## config.mk

```make
export PLATFORM = sky130hd
export DESIGN_NAME = piecewise_sensor_linearizer_flat
export DESIGN_NICKNAME = d
export VERILOG_FILES = /design/src/hw/rtl/psl_pkg.sv /design/src/hw/rtl/psl_if.sv /design/src/hw/rtl/psl_front.sv /design/src/hw/rtl/psl_divider.sv /design/src/hw/rtl/piecewise_sensor_linearizer.sv /design/src/flat_wrapper.sv
export SDC_FILE = /design/constraint.sdc
export NUM_CORES = 2
export LEC_CHECK = 0
export BUFFER_PORTS_ARGS = -buffer_cell sky130_fd_sc_hd__buf_2
export CAP_MARGIN = 15
export CORE_MARGIN = 5
export CORE_UTILIZATION = 50
export DETAILED_ROUTE_END_ITERATION = 8
export PLACE_DENSITY = 0.74
export SLEW_MARGIN = 10
export SYNTH_ARGS = -nofsm -noshare
export SYNTH_HDL_FRONTEND = slang
export SYNTH_SLANG_ARGS = --single-unit
export TNS_END_PERCENT = 10
```

## constraint.sdc

```tcl
create_clock -name clk -period 46.7 [get_ports clk]
set_input_delay 9.34 -clock clk [delete_from_list [all_inputs] [get_ports clk]]
set_output_delay 9.34 -clock clk [all_outputs]
set_load 0.01 [all_outputs]
```

## src/hw/rtl/psl_pkg.sv

```systemverilog
package psl_pkg;
    localparam int SEGMENTS_DEF = 20;
    localparam int SAMPLE_BITS_DEF = 16;
    localparam int REGION_W = 5;
    localparam int VALUE_W = 17;
    localparam int CFG_W = 5;
    localparam int IDX_W = 5;
    localparam logic [CFG_W-1:0] ADD_COUNT_RESET = CFG_W'(11);
    localparam logic OP_CONVERT = 1'b0;
    localparam logic OP_WRITE = 1'b1;
    localparam int QUEUE_DEPTH = 2;
endpackage

```

## src/hw/rtl/psl_if.sv

```systemverilog
interface psl_in_if #(parameter int SAMPLE_BITS = 16) ();
    logic valid;
    logic ready;
    logic opcode;
    logic [SAMPLE_BITS-1:0] sample;
    logic [4:0] entry_index;
    logic [SAMPLE_BITS-1:0] entry_low;
    logic [SAMPLE_BITS-1:0] entry_high;
    logic [SAMPLE_BITS-1:0] entry_slope;
    logic [SAMPLE_BITS-1:0] entry_constant;
    modport source (output valid, opcode, sample, entry_index, entry_low, entry_high,
                    entry_slope, entry_constant, input ready);
    modport sink (input valid, opcode, sample, entry_index, entry_low, entry_high,
                  entry_slope, entry_constant, output ready);
endinterface

interface psl_out_if ();
    logic valid;
    logic ready;
    logic [4:0] region;
    logic [16:0] linear_value;
    logic slope_error;
    modport source (output valid, region, linear_value, slope_error, input ready);
    modport sink (input valid, region, linear_value, slope_error, output ready);
endinterface

```

## src/hw/rtl/psl_front.sv

```systemverilog
// front: segment table, parallel range match, numerator forming
module psl_front
    import psl_pkg::*;
#(
    parameter int SEGMENTS = SEGMENTS_DEF,
    parameter int SAMPLE_BITS = SAMPLE_BITS_DEF
)
(
    input  logic clk,
    input  logic rst_n,
    psl_in_if.sink in_ch,
    input  logic [CFG_W-1:0] add_count,
    input  logic take,
    output logic job_valid,
    output logic [REGION_W-1:0] job_region,
    output logic [SAMPLE_BITS:0] job_num,
    output logic [SAMPLE_BITS-1:0] job_slope,
    output logic job_err
);
    localparam int SEG_W = $clog2(SEGMENTS);
    logic [SEGMENTS-1:0] valid_reg;
    logic [SAMPLE_BITS-1:0] low_mem [SEGMENTS];
    logic [SAMPLE_BITS-1:0] high_mem [SEGMENTS];
    logic [SAMPLE_BITS-1:0] slope_mem [SEGMENTS];
    logic [SAMPLE_BITS-1:0] off_mem [SEGMENTS];
    logic [SEGMENTS-1:0] hit;
    logic found;
    logic [SEG_W-1:0] sel;
    logic [SAMPLE_BITS:0] num;
    logic [SAMPLE_BITS-1:0] s, o;
    logic out_valid_reg;
    logic [REGION_W-1:0] region_reg;
    logic [SAMPLE_BITS:0] num_reg;
    logic [SAMPLE_BITS-1:0] slope_reg;
    logic err_reg;
    logic acc;
    logic is_write;
    logic [SEG_W-1:0] widx;

    assign in_ch.ready = !out_valid_reg || take;
    assign acc = in_ch.valid && in_ch.ready;
    assign is_write = in_ch.opcode == OP_WRITE;
    assign widx = SEG_W'(in_ch.entry_index);

    // parallel range compare
    always_comb
    begin
        for (int i = 0; i < SEGMENTS; i++)
            hit[i] = valid_reg[i] && in_ch.sample >= low_mem[i] && in_ch.sample <= high_mem[i];
    end

    // priority pick, lowest index first
    always_comb
    begin
        found = 1'b0;
        sel = '0;
        for (int i = SEGMENTS - 1; i >= 0; i--)
            if (hit[i])
            begin
                found = 1'b1;
                sel = SEG_W'(i);
            end
    end

    // add or saturating subtract
    always_comb
    begin
        s = in_ch.sample;
        o = off_mem[sel];
        if (32'(sel) < 32'(add_count))
            num = {1'b0, s} + {1'b0, o};
        else if (s >= o)
            num = {1'b0, s - o};
        else
            num = '0;
    end

    // table writes
    always_ff @(posedge clk or negedge rst_n)
    begin
        if (!rst_n)
            valid_reg <= '0;
        else if (acc && is_write && 32'(in_ch.entry_index) < SEGMENTS)
            valid_reg[widx] <= 1'b1;
    end

    always_ff @(posedge clk)
    begin
        if (acc && is_write && 32'(in_ch.entry_index) < SEGMENTS)
        begin
            low_mem[widx] <= in_ch.entry_low;
            high_mem[widx] <= in_ch.entry_high;
            slope_mem[widx] <= in_ch.entry_slope;
            off_mem[widx] <= in_ch.entry_constant;
        end
    end

    // output stage
    always_ff @(posedge clk or negedge rst_n)
    begin
        if (!rst_n)
            out_valid_reg <= 1'b0;
        else if (in_ch.ready)
            out_valid_reg <= in_ch.valid;
    end

    always_ff @(posedge clk)
    begin
        if (acc)
        begin
            if (is_write || !found)
            begin
                region_reg <= '0;
                num_reg <= '0;
                slope_reg <= '0;
                err_reg <= 1'b0;
            end
            else
            begin
                region_reg <= REGION_W'(32'(sel) + 1);
                num_reg <= num;
                slope_reg <= slope_mem[sel];
                err_reg <= slope_mem[sel] == '0;
            end
        end
    end

    assign job_valid = out_valid_reg;
    assign job_region = region_reg;
    assign job_num = num_reg;
    assign job_slope = slope_reg;
    assign job_err = err_reg;
endmodule

```

## src/hw/rtl/psl_divider.sv

```systemverilog
// back: pipelined restoring divider, one quotient bit per stage
module psl_divider
    import psl_pkg::*;
#(
    parameter int SAMPLE_BITS = SAMPLE_BITS_DEF
)
(
    input  logic clk,
    input  logic rst_n,
    input  logic in_valid,
    output logic in_ready,
    input  logic [REGION_W-1:0] in_region,
    input  logic [SAMPLE_BITS:0] in_num,
    input  logic [SAMPLE_BITS-1:0] in_slope,
    input  logic in_err,
    psl_out_if.source out_ch
);
    localparam int NW = SAMPLE_BITS + 1;
    localparam int STAGES = NW;
    logic [STAGES:0] v_reg;
    logic [NW-1:0] q_reg [STAGES+1];
    logic [NW-1:0] r_reg [STAGES+1];
    logic [SAMPLE_BITS-1:0] d_reg [STAGES+1];
    logic [REGION_W-1:0] g_reg [STAGES+1];
    logic [STAGES:0] e_reg;
    logic adv;

    // whole pipe moves when the output slot frees
    assign adv = !v_reg[STAGES] || out_ch.ready;
    assign in_ready = adv;

    always_ff @(posedge clk or negedge rst_n)
    begin
        if (!rst_n)
            v_reg <= '0;
        else if (adv)
            v_reg <= {v_reg[STAGES-1:0], in_valid};
    end

    always_ff @(posedge clk)
    begin
        if (adv)
        begin
            q_reg[0] <= in_num;
            r_reg[0] <= '0;
            d_reg[0] <= in_slope;
            g_reg[0] <= in_region;
            e_reg[0] <= in_err;
            for (int k = 0; k < STAGES; k++)
            begin : stg
                logic [NW:0] t;
                t = {r_reg[k], q_reg[k][NW-1]};
                d_reg[k+1] <= d_reg[k];
                g_reg[k+1] <= g_reg[k];
                e_reg[k+1] <= e_reg[k];
                if (t >= {2'b00, d_reg[k]})
                begin
                    r_reg[k+1] <= NW'(t - {2'b00, d_reg[k]});
                    q_reg[k+1] <= {q_reg[k][NW-2:0], 1'b1};
                end
                else
                begin
                    r_reg[k+1] <= NW'(t);
                    q_reg[k+1] <= {q_reg[k][NW-2:0], 1'b0};
                end
            end
        end
    end

    assign out_ch.valid = v_reg[STAGES];
    assign out_ch.region = g_reg[STAGES];
    assign out_ch.slope_error = e_reg[STAGES];
    assign out_ch.linear_value = (e_reg[STAGES] || g_reg[STAGES] == '0) ? '0
                                 : VALUE_W'(q_reg[STAGES]);
endmodule

```

## src/hw/rtl/piecewise_sensor_linearizer.sv

```systemverilog
// piecewise sensor linearizer: one transaction per cycle sustained while out_ch is
// ready. the front matches the sample against all table segments in parallel and
// hands a numerator and slope to a divider of SAMPLE_BITS+2 register stages (the first
// takes the job, then one quotient bit each). a table write yields one all-zero result.
module piecewise_sensor_linearizer
    import psl_pkg::*;
#(
    parameter int SEGMENTS = SEGMENTS_DEF,
    parameter int SAMPLE_BITS = SAMPLE_BITS_DEF
)
(
    input  logic clk,
    input  logic rst_n,
    psl_in_if.sink in_ch,
    psl_out_if.source out_ch,
    input  logic cfg_we,
    input  logic [CFG_W-1:0] cfg_wdata
);
    logic [CFG_W-1:0] add_count_reg;
    logic job_valid, take, job_err;
    logic [REGION_W-1:0] job_region;
    logic [SAMPLE_BITS:0] job_num;
    logic [SAMPLE_BITS-1:0] job_slope;

    // configuration register
    always_ff @(posedge clk or negedge rst_n)
    begin
        if (!rst_n)
            add_count_reg <= ADD_COUNT_RESET;
        else if (cfg_we)
            add_count_reg <= cfg_wdata;
    end

    psl_front #(.SEGMENTS(SEGMENTS), .SAMPLE_BITS(SAMPLE_BITS)) u_front (
        .clk(clk), .rst_n(rst_n), .in_ch(in_ch), .add_count(add_count_reg), .take(take),
        .job_valid(job_valid), .job_region(job_region), .job_num(job_num),
        .job_slope(job_slope), .job_err(job_err)
    );

    psl_divider #(.SAMPLE_BITS(SAMPLE_BITS)) u_div (
        .clk(clk), .rst_n(rst_n), .in_valid(job_valid), .in_ready(take),
        .in_region(job_region), .in_num(job_num), .in_slope(job_slope), .in_err(job_err),
        .out_ch(out_ch)
    );
endmodule

```

## src/flat_wrapper.sv

```systemverilog
// flat-port wrapper written by rule: the top's interface ports become plain ports
module piecewise_sensor_linearizer_flat import psl_pkg::*;
#(
    parameter int SEGMENTS = SEGMENTS_DEF,
    parameter int SAMPLE_BITS = SAMPLE_BITS_DEF
)
  (clk, rst_n, cfg_we, cfg_wdata, in_ch_valid, in_ch_opcode, in_ch_sample, in_ch_entry_index, in_ch_entry_low, in_ch_entry_high, in_ch_entry_slope, in_ch_entry_constant, in_ch_ready, out_ch_valid, out_ch_region, out_ch_linear_value, out_ch_slope_error, out_ch_ready);
  psl_in_if #(.SAMPLE_BITS(SAMPLE_BITS)) in_ch_i ();
  psl_out_if out_ch_i ();
  input  logic clk;
  input  logic rst_n;
  input  logic cfg_we;
  input  logic [CFG_W-1:0] cfg_wdata;
  input wire logic [$bits(in_ch_i.valid)-1:0] in_ch_valid;
  input wire logic [$bits(in_ch_i.opcode)-1:0] in_ch_opcode;
  input wire logic [$bits(in_ch_i.sample)-1:0] in_ch_sample;
  input wire logic [$bits(in_ch_i.entry_index)-1:0] in_ch_entry_index;
  input wire logic [$bits(in_ch_i.entry_low)-1:0] in_ch_entry_low;
  input wire logic [$bits(in_ch_i.entry_high)-1:0] in_ch_entry_high;
  input wire logic [$bits(in_ch_i.entry_slope)-1:0] in_ch_entry_slope;
  input wire logic [$bits(in_ch_i.entry_constant)-1:0] in_ch_entry_constant;
  output wire logic [$bits(in_ch_i.ready)-1:0] in_ch_ready;
  output wire logic [$bits(out_ch_i.valid)-1:0] out_ch_valid;
  output wire logic [$bits(out_ch_i.region)-1:0] out_ch_region;
  output wire logic [$bits(out_ch_i.linear_value)-1:0] out_ch_linear_value;
  output wire logic [$bits(out_ch_i.slope_error)-1:0] out_ch_slope_error;
  input wire logic [$bits(out_ch_i.ready)-1:0] out_ch_ready;
  assign in_ch_i.valid = in_ch_valid;
  assign in_ch_i.opcode = in_ch_opcode;
  assign in_ch_i.sample = in_ch_sample;
  assign in_ch_i.entry_index = in_ch_entry_index;
  assign in_ch_i.entry_low = in_ch_entry_low;
  assign in_ch_i.entry_high = in_ch_entry_high;
  assign in_ch_i.entry_slope = in_ch_entry_slope;
  assign in_ch_i.entry_constant = in_ch_entry_constant;
  assign in_ch_ready = in_ch_i.ready;
  assign out_ch_valid = out_ch_i.valid;
  assign out_ch_region = out_ch_i.region;
  assign out_ch_linear_value = out_ch_i.linear_value;
  assign out_ch_slope_error = out_ch_i.slope_error;
  assign out_ch_i.ready = out_ch_ready;
  piecewise_sensor_linearizer #(.SEGMENTS(SEGMENTS), .SAMPLE_BITS(SAMPLE_BITS)) u_core (.clk(clk), .rst_n(rst_n), .in_ch(in_ch_i), .out_ch(out_ch_i), .cfg_we(cfg_we), .cfg_wdata(cfg_wdata));
endmodule
```

; Word level (Yosys, flattened, before mapping)
; Memory sizes are Yosys's and may differ from the RTL's.
; Index checks and enable logic that the tools add are counted.
[op_classes]
addsub = 20
magnitude_cmp = 62
n_mux = 185
bitwise = 35
n_reduce_logical = 53
[ops]
columns = operator, n
row1 = 17-bit 2-to-1 mux, 36
row2 = 16-bit greater-or-equal comparator, 21
row3 = 16-bit <= comparator, 20
row4 = 18-bit by 16-bit greater-or-equal comparator with 1-bit output, 17
row5 = 17-bit by 16-bit subtractor with 17-bit output, 17
row6 = 1-bit 2-to-1 mux, 127
row7 = 5-bit 2-to-1 mux, 20
row8 = 1-bit logical AND, 44
row9 = 1-bit OR, 34
row10 = 20-bit OR, 1
row11 = 16-bit by 16-bit adder with 17-bit output, 1
row12 = 16-bit logical NOT, 1
row13 = 16-bit 2-to-1 mux, 1
row14 = 16-bit subtractor, 1
row15 = 5-bit by 6-bit less-than comparator with 1-bit output (second input constant), 1
row16 = 5-bit by 1-bit adder with 5-bit output (second input constant), 1
row17 = 1-bit demux with 5-bit select, 1
row18 = 5-bit by 1-bit greater-or-equal comparator with 1-bit output (second input constant), 1
row19 = 5-bit logical NOT, 1
row20 = 5-bit less-than comparator, 1
row21 = 5-bit less-than comparator (second input constant), 1
row22 = 1-bit logical OR, 4
row23 = 1-bit logical NOT, 3
[totals]
ff_bits = 101
mem_bits_rw = 2270
output_inout_bits = 25
memories = 8
[memory_table]
columns = name, words, width, rd, rd_ports_with_merged_regs, write_ports, line_no
row1 = u_core.u_front.high_mem, 20, 16, 20, 0, 1, psl_front.sv:23  ; logic [SAMPLE_BITS-1:0] high_mem [SEGMENTS];
row2 = u_core.u_front.low_mem, 20, 16, 20, 0, 1, psl_front.sv:22  ; logic [SAMPLE_BITS-1:0] low_mem [SEGMENTS];
row3 = u_core.u_front.off_mem, 20, 16, 1, 0, 1, psl_front.sv:25  ; logic [SAMPLE_BITS-1:0] off_mem [SEGMENTS];
row4 = u_core.u_front.slope_mem, 20, 16, 1, 0, 1, psl_front.sv:24  ; logic [SAMPLE_BITS-1:0] slope_mem [SEGMENTS];
row5 = u_core.u_div.q_reg, 18, 17, 18, 0, 18, psl_divider.sv:21  ; logic [NW-1:0] q_reg [STAGES+1];
row6 = u_core.u_div.r_reg, 18, 17, 17, 0, 18, psl_divider.sv:22  ; logic [NW-1:0] r_reg [STAGES+1];
row7 = +2 memories, -, -, -, -, -, -

; Longest topological paths before layout
; An unclocked memory read counts as a cell.
[depth]
depth_word = 28
ltp_mapped = 36
mapped_depth_nobuf = 32

; By module
; From an unflattened synthesis, not the netlist that was laid out.
[unflattened]
hier_cells = 8238
area_unflattened_um2 = 109966.7
[by_module_without_submodules]
columns = module, instances, cells_per_inst, area_per_inst_um2
row1 = psl_front, 1, 4879, 64563.2
row2 = psl_divider, 1, 3349, 45218.4
row3 = piecewise_sensor_linearizer, 1, 10, 185.2

; Worst setup path before layout
; OpenSTA, ideal clock, no wires.
[synth_timing]
kind = input-to-reg
from = input out_ch_ready
to = memory u_core.u_div.q_reg[10][0] (netlist name) (enable)
setup_ns = 1.141
arrival_time_ns = 25.107
slack_ns = 20.451
path_stages = 5
n_path_buf = 3
path_cell_list = nor2b_1 -> clkbuf_1 -> clkbuf_1 -> inv_1 -> buf_1
[synth_rtl]
columns = element, line_no
row1 = from (decl), flat_wrapper.sv:27  ; input wire logic [$bits(out_ch_i.ready)-1:0] out_ch_ready;
row2 = to (decl), psl_divider.sv:21

; Worst setup path after layout
[layout_timing]
from = input out_ch_ready
to = output in_ch_ready
[layout_via]
elab_chain_cells = 2
[layout_lines]
columns = element, line_no
row1 = 1-bit logical OR, psl_divider.sv:29  ; assign adv = !v_reg[STAGES] || out_ch.ready;
row2 = 1-bit logical OR, psl_front.sv:40  ; assign in_ch.ready = !out_valid_reg || take;
row3 = to (decl), flat_wrapper.sv:22  ; output wire logic [$bits(in_ch_i.ready)-1:0] in_ch_ready;
; No other way between the ends.

==> metrics <==
setup TNS 0 ns; Slew Limit Headroom 18.2%; Post-CTS Setup Inserts 0; post-detail-place hpwl 151000 µm; Clock Tree Buf Depth 3; Slew Viols, Final 0; skew final 0.113 ns; Critical Path AT 10.10 ns; DP Worst Slack 26.93 ns; CP max FO 4; register area 0.0695 mm²; status finished clean; Worst VDD drop 47.3 µV; initial antenna violation count 26; Pleak 48.2 nW; Mapped Avg Cell Area roughly 13 µm²; Post-synth EDFFs ~2300; starting DRC count in detailed routing roughly 5400; CP endpoint kind primary output; top cells by area, synth edfxtp_1, ha_1, inv_1; fmax 51.4 MHz; Hold Vio Cnt, Final 0; Worst setup SP type input pin; commonest non-fill, non-tap cells in the layout edfxtp_1, inv_1, ha_1, a21oi_1, nand2_1; most common cell after layout, fill and taps aside edfxtp_1; Total Routing Usage GR 21.2%; Root Buffer clkbuf_16; dpl cell area 0.114 mm²; Final period util 41.6%; CTS tree built; Top cell by count, worst path buf_2; io pins 121; Post-synth top flop edfxtp_1; DIE WIDTH 478 µm; DRC viols 0; top cell type's share of synthesized area 62.5%; Vias/cell between 5 and 6; Syn Inst Count 8198; WL/cell 21.4 µm; Hold-fix buffers, CTS 0; worst path bufs/invs 3; nets 9516; CP Cell Sequence buf_2, nor2b_4, buf_4, nand2_1, buf_2; CTS Sinks between 2000 and 2500; Hold WC Path Type reg -> reg; worst skew pair latency 0.91 ns; TritonCTS buffer count 230; clock slew at reported path FFs ~0.060 ns; Core Region roughly 0.22 mm²; H-Tree Depth 4; max incr delay on CP 0.24 ns; Die Height 478 µm; measured slew at the worst slew-check pin 1.22 ns; min Tclk post-route 19.44 ns; initial core utilization 50.3%; Yosys warnings 0; Mapped Nets 9246; Max Cap Violations 0; Unique masters post-synth 98; Synth Register Bits 2321; register area share after synthesis 63.5%; final WL 247000 µm; power density over the cells 62.4 mW/mm²; vias in the first global route 67000; Finished Cell Area ~0.12 mm²; Setup CP Type in -> out; final setup vio count 0; cell taking the most area after synthesis edfxtp_1; share of cells above drive strength 1 8.48%; global placement routability congestion 0.929; Area growth, synth to finish 11.0%; Worst EP required 37.36 ns; Post-CTS Resized 0; GRT overflow 0; Die ar. 0.228 mm²; final worst slack 27.26 ns; Routed Antenna Nets 0; Post-synth ARST share under 10%; critical path's slowest cell buf_4; via count 66300; Fillers about 17000; largest net degree at the start of global routing 137; RSZ-0062 raised after global routing no; # rows 171; IO Port Bufs 120; Cell Area, Synth around 0.11 mm²; TritonRoute pass-1 iters 5; Top Family by Delay on Critical Path buffers and inverters; area of the multi-input gates 0.0353 mm²; global-route wire length before repair 379000 µm
[logic make-up after synthesis]
logic type	Yosys count	synth area share [%]
DFF	2321	63.5
buffers and inverters	1229	4.37
xor gates and xnor gates	200	1.60
muxes	317	3.10
adders and majority gates	952	11.0
AOI/OAI and AO/OA	1601	9.32
and+or+nand+nor	1578	7.10
[synthesized netlist by cell type (20+ instances only)]
library cell  number
nand2b_1          92
nor3_1            86
buf_1             20
mux2i_1          215
mux2_2            91
nand4_1          150
a21o_1           122
or2_2             30
a21oi_1          560
dfrtp_1           41
edfxtp_1        2276
a211oi_1         144
nand2_1          390
xor2_1            51
nor2_1           404
buf_2             45
a221oi_1          25
nand3_1          111
o21ai_0          287
a31oi_1           44
o21a_1            41
a21boi_0          73
xnor2_1          149
nor4_1            36
nor2b_1           95
ha_1             935
inv_1           1067
clkbuf_1          75
and2_1            88
o21bai_1          24
o211ai_1          70
[where the power goes]
part | total, mW | switching [mW] | internal, mW
Combinational | 2.48 | 1.44 | 1.04
Sequential | 3.24 | 0.217 | 3.03
Clock | 1.85 | 0.799 | 1.05
Total | 7.58 | 2.45 | 5.12
[final cells by class]
class                           instances  share of cell area [%]
Timing Repair Buffer                  197                    1.06
Inverter                             1070                    3.33
Clock buffer                          284                    4.93
Multi-Input combinational cell       4648                    29.1
Tap cell                             2854                    2.94
Antenna cell                            9                  0.0186
Clock inverter                        143                    1.39
Sequential cell                      2321                    57.2
[path summary, 6_finish.rpt]
| check | slack [ns] | cells past startpoint | to | startpoint |
|---|---|---|---|---|
| max | 27.26 | 5 | in_ch_ready | out_ch_ready |
| min | 0.38 | 0 | u_core.u_div.q_reg[3][8] | u_core.u_div.q_reg[2][7] |
| max reg2reg | 36.79 | 34 | u_core.u_front.job_num[10] | u_core.u_front.low_mem[16][5] |
| min reg2reg | 0.38 | 0 | u_core.u_div.q_reg[3][8] | u_core.u_div.q_reg[2][7] |
| max in group asynchronous | 37.42 | 1 | u_core.u_div.v_reg[17] | rst_n |
| min in group asynchronous | 8.57 | 1 | u_core.u_front.valid_reg[18] | rst_n |
[layer usage]
layer | wire length (µm) | part of all wire (%) | global-route usage, %
met1 | 98000 | 40 | 26.2
met2 | 121000 | 49 | 36.6
met3 | 16500 | 6.7 | 3.86
met4 | 11200 | 4.6 | 9.19
met5 | 164 | 0.066 | 0
[through the flow]
step	total power, mW	hold slack (ns)	std cells	util (%)
after CTS	7.61	0.373	11500	55.8
after detailed placement	5.74	0.405	11100	52.2
after global routing	8.05	0.381	11500	55.8
after global placement	5.62	0.400	11100	52.2
final	7.58	0.379	11500	55.8
after floorplan	5.19	0.400	8198	-
No activity file was read; power rests on OpenSTA's default activity.
